==> src/design/bdeque_pkg.sv <==
// ----------------------------------------------------------------------------
// bdeque_pkg
// Shared types and constants for the bounded deque with indexed read.
// ----------------------------------------------------------------------------
package bdeque_pkg;

    localparam int ELEM_W  = 32;
    localparam int CMD_W   = 3;
    localparam int POS_W   = 8;
    localparam int COUNT_W = 9;

    typedef enum logic [CMD_W-1:0] {
        CMD_INS_HEAD = 3'd0,
        CMD_INS_TAIL = 3'd1,
        CMD_RM_HEAD  = 3'd2,
        CMD_RM_TAIL  = 3'd3,
        CMD_RD_HEAD  = 3'd4,
        CMD_RD_TAIL  = 3'd5,
        CMD_RD_POS   = 3'd6
    } cmd_t;

    typedef struct packed {
        logic [CMD_W-1:0]  command;
        logic [ELEM_W-1:0] element_in;
        logic [POS_W-1:0]  position;
    } request_t;

    typedef struct packed {
        logic [ELEM_W-1:0]  element_out;
        logic               found;
        logic [COUNT_W-1:0] count;
        logic               refused;
    } result_t;

    typedef struct packed {
        logic push_head;
        logic push_tail;
        logic pop_head;
        logic lane_load;
    } cell_ctrl_t;

endpackage

==> src/design/bdeque_cell.sv <==
// ----------------------------------------------------------------------------
// bdeque_cell
// One list slot: holds an element and one stage of the read lane.
// ----------------------------------------------------------------------------
module bdeque_cell #(
    parameter int IDX = 0,
    parameter int IW  = 8
) (
    input  logic                           clk,
    input  bdeque_pkg::cell_ctrl_t         ctrl,
    input  logic [IW-1:0]                  sel,
    input  logic [bdeque_pkg::ELEM_W-1:0]  new_word,
    input  logic [bdeque_pkg::ELEM_W-1:0]  left_word,
    input  logic [bdeque_pkg::ELEM_W-1:0]  right_word,
    input  logic [bdeque_pkg::ELEM_W-1:0]  lane_in,
    output logic [bdeque_pkg::ELEM_W-1:0]  element,
    output logic [bdeque_pkg::ELEM_W-1:0]  lane
);

    logic [bdeque_pkg::ELEM_W-1:0] elem_reg;
    logic [bdeque_pkg::ELEM_W-1:0] elem_next;
    logic [bdeque_pkg::ELEM_W-1:0] lane_reg;
    logic [bdeque_pkg::ELEM_W-1:0] lane_next;
    logic                          hit;

    assign hit = (sel == IW'(IDX));

    always_comb
    begin
        elem_next = elem_reg;
        if (ctrl.push_head)
        begin
            elem_next = (IDX == 0) ? new_word : left_word;
        end
        else if (ctrl.pop_head)
        begin
            elem_next = right_word;
        end
        else if (ctrl.push_tail && hit)
        begin
            elem_next = new_word;
        end
        lane_next = (ctrl.lane_load && hit) ? elem_reg : lane_in;
    end

    always_ff @(posedge clk)
    begin
        elem_reg <= elem_next;
        lane_reg <= lane_next;
    end

    assign element = elem_reg;
    assign lane    = lane_reg;

endmodule

==> config.mk <==
export PLATFORM = sky130hd
export DESIGN_NAME = bdeque_cell
export DESIGN_NICKNAME = d
export VERILOG_FILES = /design/src/design/bdeque_pkg.sv /design/src/design/bdeque_cell.sv
export SDC_FILE = /design/constraint.sdc
export NUM_CORES = 1
export LEC_CHECK = 0
export ABC_AREA = 1
export BUFFER_PORTS_ARGS = -buffer_cell sky130_fd_sc_hd__buf_4
export CORE_MARGIN = 4
export CORE_UTILIZATION = 24
export CTS_CLUSTER_DIAMETER = 30
export DETAILED_ROUTE_END_ITERATION = 8
export PLACE_DENSITY_LB_ADDON = 0.12
export REMOVE_ABC_BUFFERS = 1
export SLEW_MARGIN = 20
export SYNTH_ARGS = -nofsm -noshare
export SYNTH_HDL_FRONTEND = slang
export SYNTH_SLANG_ARGS = --single-unit
==> constraint.sdc <==
create_clock -name clk -period 2.8 [get_ports clk]
set_clock_uncertainty 0.1 [all_clocks]
set_input_delay 0.14 -clock clk [delete_from_list [all_inputs] [get_ports clk]]
set_output_delay 0.14 -clock clk [all_outputs]
set_load 0.01 [all_outputs]
==> key figures, run 1 <==
Run status
  • Outcome: finished, final reports clean

Global routing
  • GRT Resource Usage Total: 14.5%
  • First-pass GRT wire length: 14300 µm
  • Number of global-route vias before repair: 2960
  • Initial antenna violation count: 0
  • GRT overflow: 0
  • Largest net degree at the start of global routing: 35

Drt
  • Final wirelength: 8980 µm
  • Detailed Routing Iterations Pass 1: 4
  • Post-DRT Antenna Nets: 0
  • Drt drc: 0
  • Wire per inst: 13.0 µm
  • Initial DRC Count: 122
  • Vias per std cell: 4.13
  • DR vias: 2851

Critical path
  • Crit. End Element: register
  • R2R Path End: lane[28]
  • Worst EP required: 2780 ps
  • WS Path Type: input pin to register
  • Setup crit end: element[2]
  • Reg2reg setup slack: 2040 ps
  • CP startpoint kind: input pin
  • R2r startpoint: element[28]
  • Cell depth of the worst flop-to-flop path: 2
  • Worst Path Arrival: 1930 ps
  • Largest fanout on the critical path: 34
  • Critical path launch point: ctrl[1]

Timing
  • Final hold slack: 31.0 ps
  • Fin worst setup slack: 848 ps
  • Rel. slew slack: 67.1%
  • Worst-Margin Slew: 493 ps
  • Final Setup Violations: 0
  • Setup TNS: 0 ps
  • Max-slew violation count: 0
  • Final Hold Viols: 0
  • Post-route clock period utilization: 69.7%
  • Max Freq: 512 MHz
  • RSZ-0062 raised after global routing: false
  • Final worst path period need: 1950 ps

Pwr
  • P_leak: 0.00251 µW
  • PD cells: 470 mW/mm²
  • VDD IR-drop max: 0.222 mV

Layout
  • Area grow syn2layout: 96.8%
  • Net count reported at finish: 690
  • Share of cells above drive strength 1: 34.8%
  • Fill cell count: 1020
  • Most used cells in the layout excluding fill and tap cells: buf_4 (176), nand2_1 (132), dlygate4sd3_1 (93)
  • Ant. Diodes: 0
  • Commonest non-fill, non-tap cell in the layout: buf_4

Yosys
  • Share of the synthesized area in the top cell type: 37.2%
  • #FFs+latches synth: 64
  • Synthesized area: 0.00258 mm²
  • Warnings from Yosys: 0
  • Syn Inst Count: 289
  • Sequential cell area fraction in the yosys report: 62.0%
  • Syn_area_per_cell: 8.94 µm²
  • Synth area leaders: edfxtp_1 (37%), dfxtp_1 (25%), nand2_1 (19%), nand3_1 (12%), buf_6 (1.3%)
  • Netlist cell types: 13
  • Synth area leader: edfxtp_1

CTS
  • CTS tree: yes
  • Clock Path Buffers: 2
  • Root buffer cell: clkbuf_8
  • Post-CTS sizing: 0
  • Worst-path clk slew: 70 ps
  • Clock latency at the later pin of the worst-skew pair: 330 ps
  • H-tree Lvls: 3
  • TritonCTS Sinks: 64
  • CTS Buf Count: 9

Place
  • RD Place Congestion: 0.752
  • Port bufs: 172
  • Hpwl dp: 5900 µm
  • Dpl ws: 903 ps

Min path
  • HP Class: input pin to register

Floorplan
  • Die area: 0.0125 mm²
  • Die width: 112 µm
  • Die Span Y: 112 µm
  • Site Rows: 37
  • Placeable Area: 0.0104 mm²
  • Initial core utilization: 24.8%
  • I/O pins: 205

Flow run
  • Max-Cap Viols: 0
worst min-delay path by stage:
| stage | start | endpoint | slack [ps] | depth (start not counted) |
|---|---|---|---|---|
| final | right_word[18] | element[18] | 30 | 3 |
| after global routing | right_word[31] | element[31] | 30 | 3 |
| after CTS | right_word[31] | element[31] | 1 | 3 |
| after detailed placement | lane_in[17] | lane[17] | 230 | 3 |
| after global placement | lane_in[16] | lane[16] | 230 | 3 |
| after floorplan | lane_in[0] | lane[0] | 140 | 2 |
logic make-up after synthesis:
family / Yosys count / synth area share, %
flops: 64 / 62.0
simple gates: 204 / 33.3
buf+inv: 21 / 4.65
cell type report:
type	instances	area, µm²	area share [%]
Clock buffer	12	145	2.86
Clock inverter	4	45.0	0.886
Inverter	1	3.75	0.0739
Multi-Input combinational cell	204	863	17.0
Sequential cell	64	1600	31.5
Tap cell	136	170	3.35
Timing Repair Buffer	269	2250	44.3
worst max-delay path: stages:
cell and delay [ps]:
buf_4 340, nand2_1 410, buf_4 350, nand2_1 90, nand2_1 40, dlygate4sd3_1 550
stage by stage:
step | instances | total power [µW] | utilization [%] | area, µm²
after CTS | 690 | 2440 | 48.8 | 5080
after detailed placement | 581 | 1520 | 38.0 | 3960
after floorplan | 269 | 1230 | - | 2470
final | 690 | 2390 | 48.8 | 5080
after global placement | 581 | 1510 | 38.0 | 3960
after global routing | 690 | 2520 | 48.8 | 5080
power by group:
group,switching [µW],internal [µW]
clock network,349,432
registers,33.8,1070
logic,188,314
total,571,1820
cell usage after synthesis (all sizes together):
cell,instances
clkbuf,7
inv,1
nand3,64
edfxtp,32
nand2,134
buf,13
nor2,6
dfxtp,32
timing repair:
item / CTS / global route
setup buffers: 0 / 0
hold buffers: 93 / 0
endpoints found under the hold margin: 64 / 0
routing by layer:
metal  GRT usage, %  routed length (µm)  vias to the layer above
met5              0                   0                        -
li1               -                   -                     1467
met2           26.6                4750                       99
met1           15.6                3420                     1271
met3           3.42                 616                       14
met4           6.81                 191                        0
Note: power is estimated with default switching activity, not from simulation.
==> inputs of run 2 (changes only) <==
==> constraint.sdc (replaced) <==
create_clock -name clk -period 1.9 [get_ports clk]
set_clock_uncertainty 0.1 [all_clocks]
set_input_delay 0.095 -clock clk [delete_from_list [all_inputs] [get_ports clk]]
set_output_delay 0.095 -clock clk [all_outputs]
set_load 0.01 [all_outputs]
==> key figures, run 2 (synthesis gave the netlist of run 1 again) <==
Global routing
  • Initial antenna violation count: 0 (unchanged)
  • First-pass GRT wire length: 15000 µm (+4.5%)
  • Largest net degree at the start of global routing: 34 (-2.9%)
  • Number of global-route vias before repair: 3050 (+3.0%)
  • GRT overflow: 0 (unchanged)
  • GRT Resource Usage Total: 15.2% (+0.70 points)

Timing
  • Worst-Margin Slew: 402 ps (-90.0 ps)
  • RSZ-0062 raised after global routing: false
  • Final Hold Viols: 0 (unchanged)
  • Max-slew violation count: 0 (unchanged)
  • Setup TNS: 0 ps (unchanged)
  • Rel. slew slack: 73.2% (+6.1 points)
  • Final worst path period need: 1500 ps
  • Post-route clock period utilization: 79.0%
  • Max Freq: 666 MHz
  • Final Setup Violations: 0 (unchanged)

Floorplan
  • Initial core utilization: 24.8% (unchanged)
  • Die area: 0.0125 mm² (unchanged)
  • Die Span Y: 112 µm (unchanged)
  • Site Rows: 37 (unchanged)
  • Placeable Area: 0.0104 mm² (unchanged)
  • Die width: 112 µm (unchanged)
  • I/O pins: 205 (unchanged)

CTS
  • Worst-path clk slew: 70 ps (about the same)
  • Clock latency at the later pin of the worst-skew pair: 340 ps (about the same)
  • CTS Buf Count: 9 (unchanged)
  • Clock Path Buffers: 2 (unchanged)
  • Root buffer cell: clkbuf_8
  • Post-CTS Setup Inserts: 0 (unchanged)
  • H-tree Lvls: 3 (unchanged)
  • CTS tree: yes
  • TritonCTS Sinks: 64 (unchanged)

Run status
  • Outcome: finished, final reports clean

Drt
  • Post-DRT Antenna Nets: 0 (unchanged)
  • Vias per std cell: 4.17 (+0.84%)
  • Drt drc: 0 (unchanged)
  • DR vias: 2904 (+1.9%)
  • Detailed Routing Iterations Pass 1: 4 (unchanged)
  • Wire per inst: 13.5 µm (+3.4%)
  • Initial DRC Count: 127 (+4.1%)
  • Final wirelength: 9380 µm (+4.4%)

Critical path
  • Critical path launch point: ctrl[3]
  • WS Path Type: input pin to register
  • Worst EP required: 1900 ps (-880 ps)
  • CP max stage cell: dlygate4sd3_1
  • CP delay by family, top: buffers and inverters
  • Critical path depth: 7 (+1)
  • Setup crit end: element[12]
  • CP Buf/Inv Count: 4 (+1)
  • Largest fanout on the critical path: 20 (-41%)
  • Critical path, cell by cell: buf_4 > inv_1 > nand2_1 > buf_4 > nand2_1 > nand2_1 > dlygate4sd3_1
  • R2r startpoint: element[12]
  • Worst Path Arrival: 1500 ps (-430 ps)
  • Crit. End Element: register
  • Most frequent CP cell: nand2_1
  • Reg2reg setup slack: 1130 ps (-910 ps)
  • CP startpoint kind: input pin
  • Max incr delay on CP: 550 ps (about the same)
  • R2R Path End: lane[12]
  • Cell depth of the worst flop-to-flop path: 2 (unchanged)

Layout
  • Fill cell count: 971 (-4.8%)
  • Post-route cell area: 0.00516 mm² (+1.6%)
  • Share of cells above drive strength 1: 35.3% (+0.46 points)
  • Storage element area: 0.00160 mm² (unchanged)
  • Commonest non-fill, non-tap cell in the layout: buf_4
  • Multi-input logic area: 863 µm² (unchanged)
  • Most used cells in the layout excluding fill and tap cells: buf_4 (180), nand2_1 (132), dlygate4sd3_1 (96)
  • Non-filler instance count after layout: 697 (+1.0%)
  • Ant. Diodes: 0 (unchanged)
  • Net count reported at finish: 697 (+1.0%)
  • Area grow syn2layout: 99.8%

Pwr
  • VDD IR-drop max: 0.275 mV (+24%)
  • Combinational power share: 20.8% (-0.2 points)
  • PD cells: 705 mW/mm² (+50%)
  • Sequential cell fraction of total power: 44.9% (-1.4 points)
  • Internal Power: 2760 µW (+52%)
  • Psw: 872 µW (+53%)
  • Clock power share: 34.3% (+1.6 points)
  • P_leak: 0.00255 µW (+1.7%)
  • Sw Share: 24.0% (+0.075 points)

Place
  • RD Place Congestion: 0.746 (-0.77%)
  • Port bufs: 172 (unchanged)
  • Dpl cells: 585 (+0.69%)
  • Hpwl dp: 6240 µm (+5.8%)
  • Post-DP Area: 0.00399 mm² (+0.76%)

Flow run
  • Max-Cap Viols: 0 (unchanged)

Min path
  • HP Class: input pin to register
## run 2: routing by layer
metal	wire, µm	track usage [%]
met5	0	0
met4	301	8.19
met3	597	3.75
met2	4860	27.6
met1	3620	16.1
## run 2: what timing repair did
item,CTS,global route
gates resized for setup,0,0
hold buffers,96,0
endpoints found under the hold margin,64,0
## run 2: area by class of cell
class                      count  share of cell area, %
clock buffer                  13                   3.27
clock inverter                 3                  0.776
inverter                       1                 0.0727
multi-input combinational    204                   16.7
sequential                    64                   31.0
tap                          136                   3.30
timing repair buffer         276                   44.8
## run 2: worst min-delay path by stage
stage                     start  slack, ps        to  depth (start not counted)
global route            ctrl[0]        120  lane[28]                          3
finish                  ctrl[0]        110  lane[25]                          3
CTS                     ctrl[0]        100  lane[12]                          3
floorplan            lane_in[0]        100   lane[0]                          2
global placement    lane_in[16]        180  lane[16]                          3
detailed placement   lane_in[3]        190   lane[3]                          3
## run 2: through the flow
stage / hold WS [ps] / power [µW] / setup WS, ps / utilization [%]
2_1_floorplan: 98.1 / 1820 / -114 / -
3_3_place_gp: 184 / 2230 / 504 / 38.3
3_5_place_dp: 187 / 2240 / 498 / 38.3
4_1_cts: 98.3 / 3680 / 399 / 49.5
5_1_grt: 119 / 3810 / 310 / 49.5
6_report: 111 / 3640 / 399 / 49.5
## run 2: power by group through the flow
stage | Sequential, µW | Combinational (µW) | Clock [µW]
floorplan | 1720 | 102 | 0
detailed placement | 1660 | 578 | 0
global route | 1650 | 822 | 1340
global placement | 1660 | 574 | 0
finish | 1630 | 756 | 1250
CTS | 1630 | 761 | 1290
## run 2: worst reg2reg max path, cell delays in order (launching register included)
cell and delay (ps):
edfxtp_1 420, nand3_1 100, nand2_1 50
==> inputs of run 3 (changes only) <==
==> constraint.sdc (replaced) <==
create_clock -name clk -period 1.45 [get_ports clk]
set_clock_uncertainty 0.1 [all_clocks]
set_input_delay 0.0725 -clock clk [delete_from_list [all_inputs] [get_ports clk]]
set_output_delay 0.0725 -clock clk [all_outputs]
set_load 0.01 [all_outputs]
==> key figures, run 3 (synthesis gave the netlist of run 1 again) <==
Run status
  • Outcome: finished, final reports clean

Drt
  • Detailed Routing Iterations Pass 1: 4 (unchanged)
  • Post-DRT Antenna Nets: 0 (unchanged)
  • Vias per std cell: 4.13 (-0.98%)
  • Wire per inst: 13.2 µm (-2.2%)
  • DR vias: 2892 (-0.41%)
  • Initial DRC Count: 101 (-20%)
  • Drt drc: 0 (unchanged)
  • Final wirelength: 9220 µm (-1.6%)

Timing
  • Post-route clock period utilization: 98.5%
  • Final worst path period need: 1430 ps
  • Final hold slack: 30.1 ps (-80.8 ps)
  • RSZ-0062 raised after global routing: false
  • Worst-Margin Slew: 392 ps (-11.0 ps)
  • Max Freq: 700 MHz
  • Max-slew violation count: 0 (unchanged)
  • Rel. slew slack: 73.9% (+0.71 points)
  • Final Hold Viols: 0 (unchanged)
  • Final Setup Violations: 0 (unchanged)

Global routing
  • GRT overflow: 0 (unchanged)
  • Largest net degree at the start of global routing: 33 (-2.9%)
  • GRT Resource Usage Total: 15.0% (-0.17 points)
  • Number of global-route vias before repair: 3003 (-1.5%)
  • First-pass GRT wire length: 14700 µm (-1.8%)
  • Initial antenna violation count: 0 (unchanged)

Floorplan
  • Die Span Y: 112 µm (unchanged)
  • I/O pins: 205 (unchanged)
  • Initial core utilization: 24.8% (unchanged)
  • Die area: 0.0125 mm² (unchanged)
  • Placeable Area: 0.0104 mm² (unchanged)
  • Die width: 112 µm (unchanged)
  • Site Rows: 37 (unchanged)

Min path
  • Worst hold endpoint: lane[25]
  • Worst hold stages: 3 (unchanged)
  • HP Start: ctrl[0]
  • HP Class: input pin to register

CTS
  • H-tree Lvls: 3 (unchanged)
  • Clock Path Buffers: 2 (unchanged)
  • Clock latency at the later pin of the worst-skew pair: 350 ps (about the same)
  • CTS Buf Count: 9 (unchanged)
  • Post-CTS sizing: 0 (unchanged)
  • TritonCTS Sinks: 64 (unchanged)
  • CTS tree: yes
  • Root buffer cell: clkbuf_8
  • Worst-path clk slew: 70 ps (about the same)

Critical path
  • R2R Path End: lane[11]
  • Cell depth of the worst flop-to-flop path: 2 (unchanged)
  • Crit. End Element: register
  • Worst EP required: 1440 ps (-460 ps)
  • CP startpoint kind: input pin
  • Largest fanout on the critical path: 1 (-95%)
  • Worst Path Arrival: 1420 ps (-80 ps)
  • Reg2reg setup slack: 690 ps (-440 ps)
  • R2r startpoint: element[11]
  • WS Path Type: input pin to register

Place
  • Dpl cells: 589 (+0.68%)
  • RD Place Congestion: 0.730 (-2.2%)
  • Port bufs: 172 (unchanged)
  • Hpwl dp: 6470 µm (+3.7%)

Layout
  • Non-filler instance count after layout: 701 (+0.57%)
  • Most used cells in the layout excluding fill and tap cells: buf_4 (182), nand2_1 (132), dlygate4sd3_1 (96)
  • Share of cells above drive strength 1: 35.8% (+0.46 points)
  • Fill cell count: 1013 (+4.3%)
  • Net count reported at finish: 701 (+0.57%)
  • Ant. Diodes: 0 (unchanged)
  • Area grow syn2layout: 102%
  • Commonest non-fill, non-tap cell in the layout: buf_4

Pwr
  • Total chip power: 4760 µW (+31%)
  • VDD IR-drop max: 0.412 mV (+50%)
  • PD cells: 913 mW/mm² (+30%)
  • P_leak: 0.00259 µW (+1.2%)

Flow run
  • Max-Cap Viols: 0 (unchanged)
run 3: cell types whose count changed in the layout (fill, tap and decap cells not counted), sizes merged:
cell,delta
buf,+4
run 3: worst max path at each step:
stage / end / slack (ps) / depth (start not counted) / from
6_report: element[24] / 20 / 5 / new_word[24]
5_1_grt: element[7] / 6 / 5 / new_word[7]
4_1_cts: element[8] / 70 / 5 / new_word[8]
3_5_place_dp: lane[4] / 80 / 8 / sel[7]
3_3_place_gp: lane[4] / 100 / 8 / sel[7]
2_1_floorplan: element[0] / -540 / 5 / sel[7]
run 3: critical path, cell delays in order:
cell           delay [ps]
dlygate4sd3_1         560
buf_4                 140
nand2_1                50
nand2_1                50
dlygate4sd3_1         550
run 3: report_power, final:
group | switching [µW] | internal (µW)
sequential | 65.0 | 2070
combinational | 374 | 634
clock | 687 | 930
run 3: cell type report:
| cell class | instances | area (µm²) | area share [%] |
|---|---|---|---|
| Timing Repair Buffer | 280 | 2370 | 45.4 |
| Inverter | 1 | 3.75 | 0.0720 |
| Multi-Input combinational cell | 204 | 863 | 16.6 |
| Clock buffer | 13 | 169 | 3.24 |
| Tap cell | 136 | 170 | 3.26 |
| Sequential cell | 64 | 1600 | 30.7 |
| Clock inverter | 3 | 40.0 | 0.768 |
run 3: metal layers:
layer  GRT usage (%)  part of all wire, %  vias up
met2            27.7                   53       98
met3            5.33                  7.3       13
met5               0                    0        -
met1            15.7                   38     1293
met4            5.27                  1.9        0
li1                -                    -     1488
run 3: through the flow:
| stage | TNS (ps) | utilization (%) | worst slack, ps | instance area [µm²] |
|---|---|---|---|---|
| after floorplan | -25620 | - | -542 | 2470 |
| after global routing | 0 | 50.1 | 6.09 | 5220 |
| after CTS | 0 | 50.1 | 75.0 | 5220 |
| after detailed placement | 0 | 38.8 | 83.8 | 4050 |
| after global placement | 0 | 38.8 | 95.2 | 4050 |
| final | 0 | 50.1 | 22.4 | 5220 |
run 3: what timing repair did:
| action | in CTS | in global routing |
|---|---|---|
| hold endpoints to repair | 64 | 0 |
| hold buffers | 96 | 0 |
| buffers inserted | 0 | 0 |
